File: src/hdl/asbm_pkg.sv
// ----------------------------------------------------------------------------
// asbm_pkg
// Shared types and constants for the addressed serial bus master.
// ----------------------------------------------------------------------------
`default_nettype none

package asbm_pkg;

  localparam logic [2:0] ACT_ADDR_ONLY  = 3'd0;
  localparam logic [2:0] ACT_WRITE_BYTE = 3'd1;
  localparam logic [2:0] ACT_WRITE_WORD = 3'd2;
  localparam logic [2:0] ACT_READ_BYTE  = 3'd3;
  localparam logic [2:0] ACT_READ_WORD  = 3'd4;

  localparam logic [4:0] BITS_ADDR_ONLY  = 5'd8;
  localparam logic [4:0] BITS_WRITE_BYTE = 5'd16;
  localparam logic [4:0] BITS_WRITE_WORD = 5'd24;
  localparam logic [4:0] BITS_READ_BYTE  = 5'd8;
  localparam logic [4:0] BITS_READ_WORD  = 5'd16;

  typedef struct packed {
    logic        start_req;
    logic [2:0]  action;
    logic [7:0]  address;
    logic [15:0] write_data;
    logic        data_in_pin;
  } in_item_t;

  typedef struct packed {
    logic        start_ok;
    logic [2:0]  action;
    logic [23:0] load_shift;
    logic [4:0]  load_bits;
    logic        data_in_pin;
  } fe_item_t;

  typedef struct packed {
    logic        select_n;
    logic        serial_clock;
    logic        data_out_pin;
    logic        busy_res;
    logic        done_res;
    logic [15:0] read_data;
  } out_item_t;

  typedef enum logic [4:0] {
    PH_IDLE    = 5'b00001,
    PH_TX_LOW  = 5'b00010,
    PH_TX_HIGH = 5'b00100,
    PH_RX_LOW  = 5'b01000,
    PH_RX_HIGH = 5'b10000
  } phase_t;

endpackage

`default_nettype wire

File: src/hdl/asbm_front.sv
// ----------------------------------------------------------------------------
// asbm_front
// Accepts items, decodes the request and preloads the send word, and holds
// them in a two-entry queue for the sequencer.
// ----------------------------------------------------------------------------
`default_nettype none

module asbm_front (
  input  wire logic               clk,
  input  wire logic               rst,
  input  wire logic               push,
  output logic                    full,
  input  wire asbm_pkg::in_item_t in_item,
  output logic                    q_valid,
  output asbm_pkg::fe_item_t      q_item,
  input  wire logic               q_pop
);

  asbm_pkg::fe_item_t entries [2];
  asbm_pkg::fe_item_t classified;
  logic [1:0]         count;
  logic               wr_ptr;
  logic               rd_ptr;
  logic               do_push;
  logic               do_pop;

  always_comb begin
    classified.start_ok    = in_item.start_req && (in_item.action <= asbm_pkg::ACT_READ_WORD);
    classified.action      = in_item.action;
    classified.data_in_pin = in_item.data_in_pin;
    case (in_item.action)
      asbm_pkg::ACT_WRITE_BYTE: begin
        classified.load_shift = {in_item.address, in_item.write_data[7:0], 8'h00};
        classified.load_bits  = asbm_pkg::BITS_WRITE_BYTE;
      end
      asbm_pkg::ACT_WRITE_WORD: begin
        classified.load_shift = {in_item.address, in_item.write_data};
        classified.load_bits  = asbm_pkg::BITS_WRITE_WORD;
      end
      default: begin
        classified.load_shift = {in_item.address, 16'h0000};
        classified.load_bits  = asbm_pkg::BITS_ADDR_ONLY;
      end
    endcase
  end

  assign full    = count[1];
  assign q_valid = (count != 2'd0);
  assign q_item  = entries[rd_ptr];
  assign do_push = push && !full;
  assign do_pop  = q_pop && q_valid;

  always_ff @(posedge clk) begin
    if (do_push) begin
      entries[wr_ptr] <= classified;
    end
  end

  always_ff @(posedge clk) begin
    if (rst) begin
      count  <= 2'd0;
      wr_ptr <= 1'b0;
      rd_ptr <= 1'b0;
    end else begin
      if (do_push) begin
        wr_ptr <= !wr_ptr;
      end
      if (do_pop) begin
        rd_ptr <= !rd_ptr;
      end
      case ({do_push, do_pop})
        2'b10:   count <= count + 2'd1;
        2'b01:   count <= count - 2'd1;
        default: count <= count;
      endcase
    end
  end

endmodule

`default_nettype wire

File: src/hdl/asbm_back.sv
// ----------------------------------------------------------------------------
// asbm_back
// Frame sequencer: steps the bus state once per queued item and writes one
// result per item into a two-entry result queue.
// ----------------------------------------------------------------------------
`default_nettype none

module asbm_back (
  input  wire logic               clk,
  input  wire logic               rst,
  input  wire logic               q_valid,
  input  wire asbm_pkg::fe_item_t q_item,
  output logic                    q_pop,
  output logic                    empty,
  input  wire logic               pop,
  output asbm_pkg::out_item_t     res
);

  asbm_pkg::phase_t    phase;
  asbm_pkg::phase_t    phase_next;
  logic [4:0]          bits_left;
  logic [4:0]          bits_left_next;
  logic [23:0]         send_shift;
  logic [23:0]         send_shift_next;
  logic [15:0]         receive_shift;
  logic [15:0]         receive_shift_next;
  logic [2:0]          held_action;
  logic [2:0]          held_action_next;
  logic                clock_level;
  logic                clock_level_next;
  logic                data_bit;
  logic                done;
  logic [15:0]         rd;
  logic [4:0]          bits_dec;
  logic [23:0]         send_shifted;
  logic [15:0]         recv_shifted;
  asbm_pkg::out_item_t result;

  asbm_pkg::out_item_t entries [2];
  logic [1:0]          count;
  logic                wr_ptr;
  logic                rd_ptr;
  logic                out_full;
  logic                do_pop;

  assign out_full = count[1];
  assign q_pop    = q_valid && !out_full;
  assign bits_dec = bits_left - 5'd1;
  assign send_shifted = {send_shift[22:0], 1'b0};
  assign recv_shifted = {receive_shift[14:0], q_item.data_in_pin};

  always_comb begin
    phase_next         = phase;
    bits_left_next     = bits_left;
    send_shift_next    = send_shift;
    receive_shift_next = receive_shift;
    held_action_next   = held_action;
    clock_level_next   = clock_level;
    data_bit           = 1'b0;
    done               = 1'b0;
    rd                 = 16'h0000;
    case (phase)
      asbm_pkg::PH_TX_LOW: begin
        phase_next       = asbm_pkg::PH_TX_HIGH;
        clock_level_next = 1'b1;
        data_bit         = send_shift[23];
      end
      asbm_pkg::PH_TX_HIGH: begin
        send_shift_next = send_shifted;
        bits_left_next  = bits_dec;
        if (bits_dec != 5'd0) begin
          phase_next       = asbm_pkg::PH_TX_LOW;
          clock_level_next = 1'b0;
          data_bit         = send_shifted[23];
        end else if (held_action == asbm_pkg::ACT_READ_BYTE ||
                     held_action == asbm_pkg::ACT_READ_WORD) begin
          bits_left_next   = (held_action == asbm_pkg::ACT_READ_BYTE) ?
                             asbm_pkg::BITS_READ_BYTE : asbm_pkg::BITS_READ_WORD;
          phase_next       = asbm_pkg::PH_RX_LOW;
          clock_level_next = 1'b0;
        end else begin
          phase_next       = asbm_pkg::PH_IDLE;
          clock_level_next = 1'b1;
          bits_left_next   = 5'd0;
          done             = 1'b1;
        end
      end
      asbm_pkg::PH_RX_LOW: begin
        phase_next       = asbm_pkg::PH_RX_HIGH;
        clock_level_next = 1'b1;
      end
      asbm_pkg::PH_RX_HIGH: begin
        receive_shift_next = recv_shifted;
        bits_left_next     = bits_dec;
        if (bits_dec != 5'd0) begin
          phase_next       = asbm_pkg::PH_RX_LOW;
          clock_level_next = 1'b0;
        end else begin
          phase_next       = asbm_pkg::PH_IDLE;
          clock_level_next = 1'b1;
          bits_left_next   = 5'd0;
          done             = 1'b1;
          rd               = recv_shifted;
        end
      end
      default: begin
        phase_next       = asbm_pkg::PH_IDLE;
        clock_level_next = 1'b1;
        if (q_item.start_ok) begin
          held_action_next   = q_item.action;
          receive_shift_next = 16'h0000;
          send_shift_next    = q_item.load_shift;
          bits_left_next     = q_item.load_bits;
          phase_next         = asbm_pkg::PH_TX_LOW;
          clock_level_next   = 1'b0;
          data_bit           = q_item.load_shift[23];
        end
      end
    endcase
    result.select_n     = (phase_next == asbm_pkg::PH_IDLE);
    result.serial_clock = clock_level_next;
    result.data_out_pin = data_bit;
    result.busy_res     = (phase_next != asbm_pkg::PH_IDLE);
    result.done_res     = done;
    result.read_data    = rd;
  end

  always_ff @(posedge clk) begin
    if (rst) begin
      phase         <= asbm_pkg::PH_IDLE;
      bits_left     <= 5'd0;
      send_shift    <= 24'h000000;
      receive_shift <= 16'h0000;
      held_action   <= asbm_pkg::ACT_ADDR_ONLY;
      clock_level   <= 1'b1;
    end else if (q_pop) begin
      phase         <= phase_next;
      bits_left     <= bits_left_next;
      send_shift    <= send_shift_next;
      receive_shift <= receive_shift_next;
      held_action   <= held_action_next;
      clock_level   <= clock_level_next;
    end
  end

  assign empty  = (count == 2'd0);
  assign res    = entries[rd_ptr];
  assign do_pop = pop && !empty;

  always_ff @(posedge clk) begin
    if (q_pop) begin
      entries[wr_ptr] <= result;
    end
  end

  always_ff @(posedge clk) begin
    if (rst) begin
      count  <= 2'd0;
      wr_ptr <= 1'b0;
      rd_ptr <= 1'b0;
    end else begin
      if (q_pop) begin
        wr_ptr <= !wr_ptr;
      end
      if (do_pop) begin
        rd_ptr <= !rd_ptr;
      end
      case ({q_pop, do_pop})
        2'b10:   count <= count + 2'd1;
        2'b01:   count <= count - 2'd1;
        default: count <= count;
      endcase
    end
  end

endmodule

`default_nettype wire

File: src/hdl/addressed_serial_bus_master_unit.sv
// ----------------------------------------------------------------------------
// addressed_serial_bus_master_unit
// Each item passes through the input queue and then the result queue before its result is on the result ports.
// Throughput: one item per cycle while the result side is not stalled, set by the single-step frame sequencer.
// Each side has a two-entry queue, so a stalled result side does not block
// input until both queues fill.
// Reset: synchronous; both queues empty, the sequencer idle with the clock high.
// ----------------------------------------------------------------------------
`default_nettype none

module addressed_serial_bus_master_unit (
  input  wire logic        clk,
  input  wire logic        rst,
  input  wire logic        push,
  output logic             full,
  input  wire logic        start_req,
  input  wire logic [2:0]  action,
  input  wire logic [7:0]  address,
  input  wire logic [15:0] write_data,
  input  wire logic        data_in_pin,
  output logic             empty,
  input  wire logic        pop,
  output logic             select_n,
  output logic             serial_clock,
  output logic             data_out_pin,
  output logic             busy_res,
  output logic             done_res,
  output logic [15:0]      read_data
);

  asbm_pkg::in_item_t  in_item;
  asbm_pkg::fe_item_t  q_item;
  asbm_pkg::out_item_t res;
  logic                q_valid;
  logic                q_pop;

  assign in_item.start_req   = start_req;
  assign in_item.action      = action;
  assign in_item.address     = address;
  assign in_item.write_data  = write_data;
  assign in_item.data_in_pin = data_in_pin;

  asbm_front u_front (
    .clk     (clk),
    .rst     (rst),
    .push    (push),
    .full    (full),
    .in_item (in_item),
    .q_valid (q_valid),
    .q_item  (q_item),
    .q_pop   (q_pop)
  );

  asbm_back u_back (
    .clk     (clk),
    .rst     (rst),
    .q_valid (q_valid),
    .q_item  (q_item),
    .q_pop   (q_pop),
    .empty   (empty),
    .pop     (pop),
    .res     (res)
  );

  assign select_n     = res.select_n;
  assign serial_clock = res.serial_clock;
  assign data_out_pin = res.data_out_pin;
  assign busy_res     = res.busy_res;
  assign done_res     = res.done_res;
  assign read_data    = res.read_data;

endmodule

`default_nettype wire

File: config.mk
export PLATFORM = sky130hd
export DESIGN_NAME = addressed_serial_bus_master_unit
export DESIGN_NICKNAME = d
export VERILOG_FILES = /design/src/hdl/asbm_pkg.sv /design/src/hdl/asbm_front.sv /design/src/hdl/asbm_back.sv /design/src/hdl/addressed_serial_bus_master_unit.sv
export SDC_FILE = /design/constraint.sdc
export NUM_CORES = 1
export LEC_CHECK = 0
export ABC_CLOCK_PERIOD_IN_PS = 6990
export BUFFER_PORTS_ARGS = -buffer_cell sky130_fd_sc_hd__buf_2
export CORE_MARGIN = 3
export CORE_UTILIZATION = 33
export CTS_CLUSTER_DIAMETER = 150
export DETAILED_ROUTE_END_ITERATION = 7
export GPL_TIMING_DRIVEN = 0
export PLACE_DENSITY = 0.61
export SYNTH_ARGS = -nofsm -noshare
export SYNTH_HDL_FRONTEND = slang
export SYNTH_HIERARCHICAL = 1
export SYNTH_SLANG_ARGS = --single-unit
File: constraint.sdc
create_clock -name clk -period 6.99 [get_ports clk]
set_input_delay 0.3495 -clock clk [delete_from_list [all_inputs] [get_ports clk]]
set_output_delay 0.3495 -clock clk [all_outputs]
set_load 0.05 [all_outputs]
==> flow_summary.ini <==
[worst_setup_path]
crit_buf_inv = 2
path_max_fanout = 10
crit_required_ns = 7.35
timing.critical_path.cells = or2_2, nand2b_1, buf_2, clkinv_1, o21a_1, ha_1, or3_1, a21oi_1
crit_path_top_delay_cell = dfxtp_1
crit_type = reg -> reg
timing.critical_path.to_type = flip-flop
critPathMaxStageDelay_ns = 0.35
critPathArrivalTime_ns = 2.80
start_kind = flip-flop
worst_path_dominant_cell_family = simple AND/OR/NAND/NOR gates

[yosys]
synth-compound-area-share_pct = 10.49
post_synth_xor_area_fraction_pct = 1.581
synth_seq_cells = 166
yosys-mux-area-fraction_pct = 8.841
netlist.top_cell.by_area = edfxtp_1
post_synth_main_area_contributors = edfxtp_1, dfxtp_1, mux2_2, a311oi_2, nand2_1
synth_edf_count = 104
async_reset_ff_share_pct = 0
register_area_share_after_synthesis_pct = 60.59
post_synth_instance_area_mm2 = 0.007203
ys_warn_count = 6
synth_top_cell_area_share_pct = 43.36
synth-simple-area-share_pct = 14.54
largest_family_of_logic_cells_by_synthesized_area = simple AND/OR/NAND/NOR gates
synth_fa_ha_area_share_pct = 0.6948
syn-mean-instance-area_um2 = 12.31
synth_cells = 585
synth.distinct_cells = 56
postSynth.topFlopCell = edfxtp_1

[timing]
tns_ns = 0
final-hold-violation-count = 0
rsz_0062_raised_after_global_routing = no
tightest_slew_ns = 1.034
fin_worst_hold_slack_ns = 0.1010
final.period_utilization_pct = 34.79
clock.fmax_ghz = 0.4113
max_slew_margin_vs_limit_pct = 31.04
timing.final.setup_violations = 0
timing_max_transition_violations_final = 0
setup_ws_ns = 4.559
finalWorstPathRequiredPeriod_ns = 2.431
finalClockSkew_ns = 0.01030

[route]
metal_1_wl_mm = 7.028
route.final.wire_length_mm = 14.87
routed_wire_length_per_instance_um = 15.62
detail_route.drc_violations = 0
met3_length_um = 588
dr.max_layer_used = met4
avgViaCountPerCell = 4.882
postRouteAntennaNets = 0
firstDrtPassIters = 5
met2WireLength_mm = 7.075
vias = 4648
drt-initial-drc-count = 391

[final_layout]
layout_cells_sized_above_1_pct = 29.10
nFillCells = 2059
multi_input_comb_area_mm2 = 0.002633
num_antenna_cells = 0
layout-area-overhead-vs-synth_pct = 17.63
flip_flop_and_latch_area_mm2 = 0.004364
final_util_pct = 39.93
final_net_count = 701

[grt]
grt_use_total_pct = 13.00
grt_first_pass_wirelength_mm = 24.47
grt_max_degree = 32
via_count_of_the_first_global_routing_pass = 4742
antenna_found_initial = 0
grt.overflow.total = 0

[placed_design]
dp_hpwl_mm = 9.999
detailedPlace.worstSlack_ns = 4.553
placement.io_buffers = 55
routabilityCongestion = 0.8133

[floorplan]
rows = 53
design.portCount = 56
initial_utilization_pct = 33.94
fp.dieArea_mm2 = 0.02364
placeable_core_region_mm2 = 0.02122
floorplan.die.height_um = 153.7
die_width_um = 153.7

[cts]
clk_transition_reported_paths_ns = 0.07
cts_resized = 0
clock_insertion_delay_worst_skew_ns = 0.43
clockRootBuffer = clkbuf_16
postCtsHoldBufs = 0
cts_buf_count = 17
postCtsSetupRepairBufs = 0
tritoncts_clock_tree = done
clock_sink_count = 166
htree_num_levels = 4
cts_max_path_buffers = 2

[power_and_ir_drop]
cellPowerDensity_mw_per_mm2 = 421.3
total_power_mw = 3.570
leakagePower_nw = 2.967
ir_drop_mv = 0.1860

[flow_run]
maxCapViolations = 0

[outcome]
run_status = finished, final reports clean

[worst_hold_path]
min_path_type = in -> reg
[cells in the final DEF, fill, tap and decap left out, types with 5 or more instances in the layout]
| master | n |
|---|---|
| a22oi_1 | 10 |
| o21ai_0 | 6 |
| dfxtp_1 | 62 |
| mux2_2 | 53 |
| nor3_1 | 6 |
| xnor2_1 | 7 |
| nand4_1 | 16 |
| xor2_1 | 6 |
| nor2b_1 | 6 |
| and2_1 | 25 |
| clkbuf_1 | 20 |
| inv_1 | 6 |
| nand2b_1 | 5 |
| clkbuf_16 | 17 |
| inv_6 | 5 |
| nor2_1 | 61 |
| nand2_1 | 65 |
| a311oi_1 | 5 |
| edfxtp_1 | 104 |
| a311oi_2 | 20 |
| buf_2 | 68 |
| a21oi_1 | 25 |
[worst reg2reg max path, stage by stage (launching register included)]
cell and delay, ns:
dfxtp_1 0.35, or2_2 0.30, nand2b_1 0.14, buf_2 0.29, clkinv_1 0.27, o21a_1 0.20
ha_1 0.33, or3_1 0.35, a21oi_1 0.14
[state kept, by name, summed over array words and instances, names as in the netlist, named ones only]
register and flops:
u_back/bits_left 5, u_back/count 2, u_back/entries 42, u_back/held_action 3, u_back/phase 5, u_back/rd_ptr 1, u_back/receive_shift 15, u_back/send_shift 24
u_back/wr_ptr 1, u_front/count 2, u_front/entries 62, u_front/rd_ptr 1, u_front/wr_ptr 1
[final cells by class]
class,count,share of cell area (%)
sequential,166,51.51
multi-input combinational,375,31.07
clock buffer,19,5.109
tap,275,4.061
timing repair buffer,58,3.898
buffer,39,2.422
clock inverter,13,1.624
inverter,7,0.3101
[Yosys cell counts, types with 2 or more instances]
cell,number
edfxtp_1,104
nand2_1,65
nor2_1,64
dfxtp_1,62
mux2_2,53
a21oi_1,25
and2_1,25
a311oi_2,20
clkbuf_1,18
nand4_1,16
buf_2,13
a22oi_1,10
xnor2_1,7
inv_1,6
nor2b_1,6
nor3_1,6
o21ai_0,6
xor2_1,6
a311oi_1,5
nand2b_1,5
buf_6,4
ha_1,4
mux2i_1,4
o21a_1,4
and3_1,3
buf_4,3
nand3_1,3
a211oi_1,2
nand3b_1,2
nor3b_1,2
nor4_4,2
nor4b_1,2
o211ai_1,2
o41ai_1,2
or2_2,2
or3_1,2
[power breakdown]
part | total, mW | switching, mW | internal, mW | leakage [nW]
Clock | 0.911 | 0.409 | 0.502 | 0.273
Sequential | 1.39 | 0.0907 | 1.30 | 1.48
Combinational | 1.26 | 0.820 | 0.444 | 1.21
[worst paths after layout]
check        cells after the start                                     to                                   from  slack [ns]
max                              8          u_front/count[1]$_SDFFE_PP0P_          u_front/count[1]$_SDFFE_PP0P_        4.56
min                              1       u_front/entries[1][24]$_DFFE_PP_                             address[2]        0.10
max reg2reg                      8          u_front/count[1]$_SDFFE_PP0P_          u_front/count[1]$_SDFFE_PP0P_        4.56
min reg2reg                      2  u_back/receive_shift[14]$_SDFFE_PP0P_  u_back/receive_shift[14]$_SDFFE_PP0P_        0.46
[cell families after synthesis]
family | Yosys count
and+or+nand+nor | 212
DFF | 166
AOI/OAI and AO/OA | 86
muxes | 57
buffers and inverters | 46
xor gates and xnor gates | 13
adders and majority gates | 4
other | 1
[stage by stage]
| step | std cells | instance area (um^2) |
|---|---|---|
| global route | 952 | 8473 |
| detailed placement | 920 | 7903 |
| floorplan | 587 | 7211 |
| finish | 952 | 8473 |
| global placement | 917 | 7830 |
| CTS | 952 | 8473 |
[per-layer routing]
| metal | GRT usage, % | vias up |
|---|---|---|
| met2 | 20.76 | 101 |
| met5 | 0 | - |
| met3 | 3.349 | 16 |
| li1 | - | 2294 |
| met4 | 4.752 | 0 |
| met1 | 17.12 | 2237 |
Power figures use the tool's default switching activity.
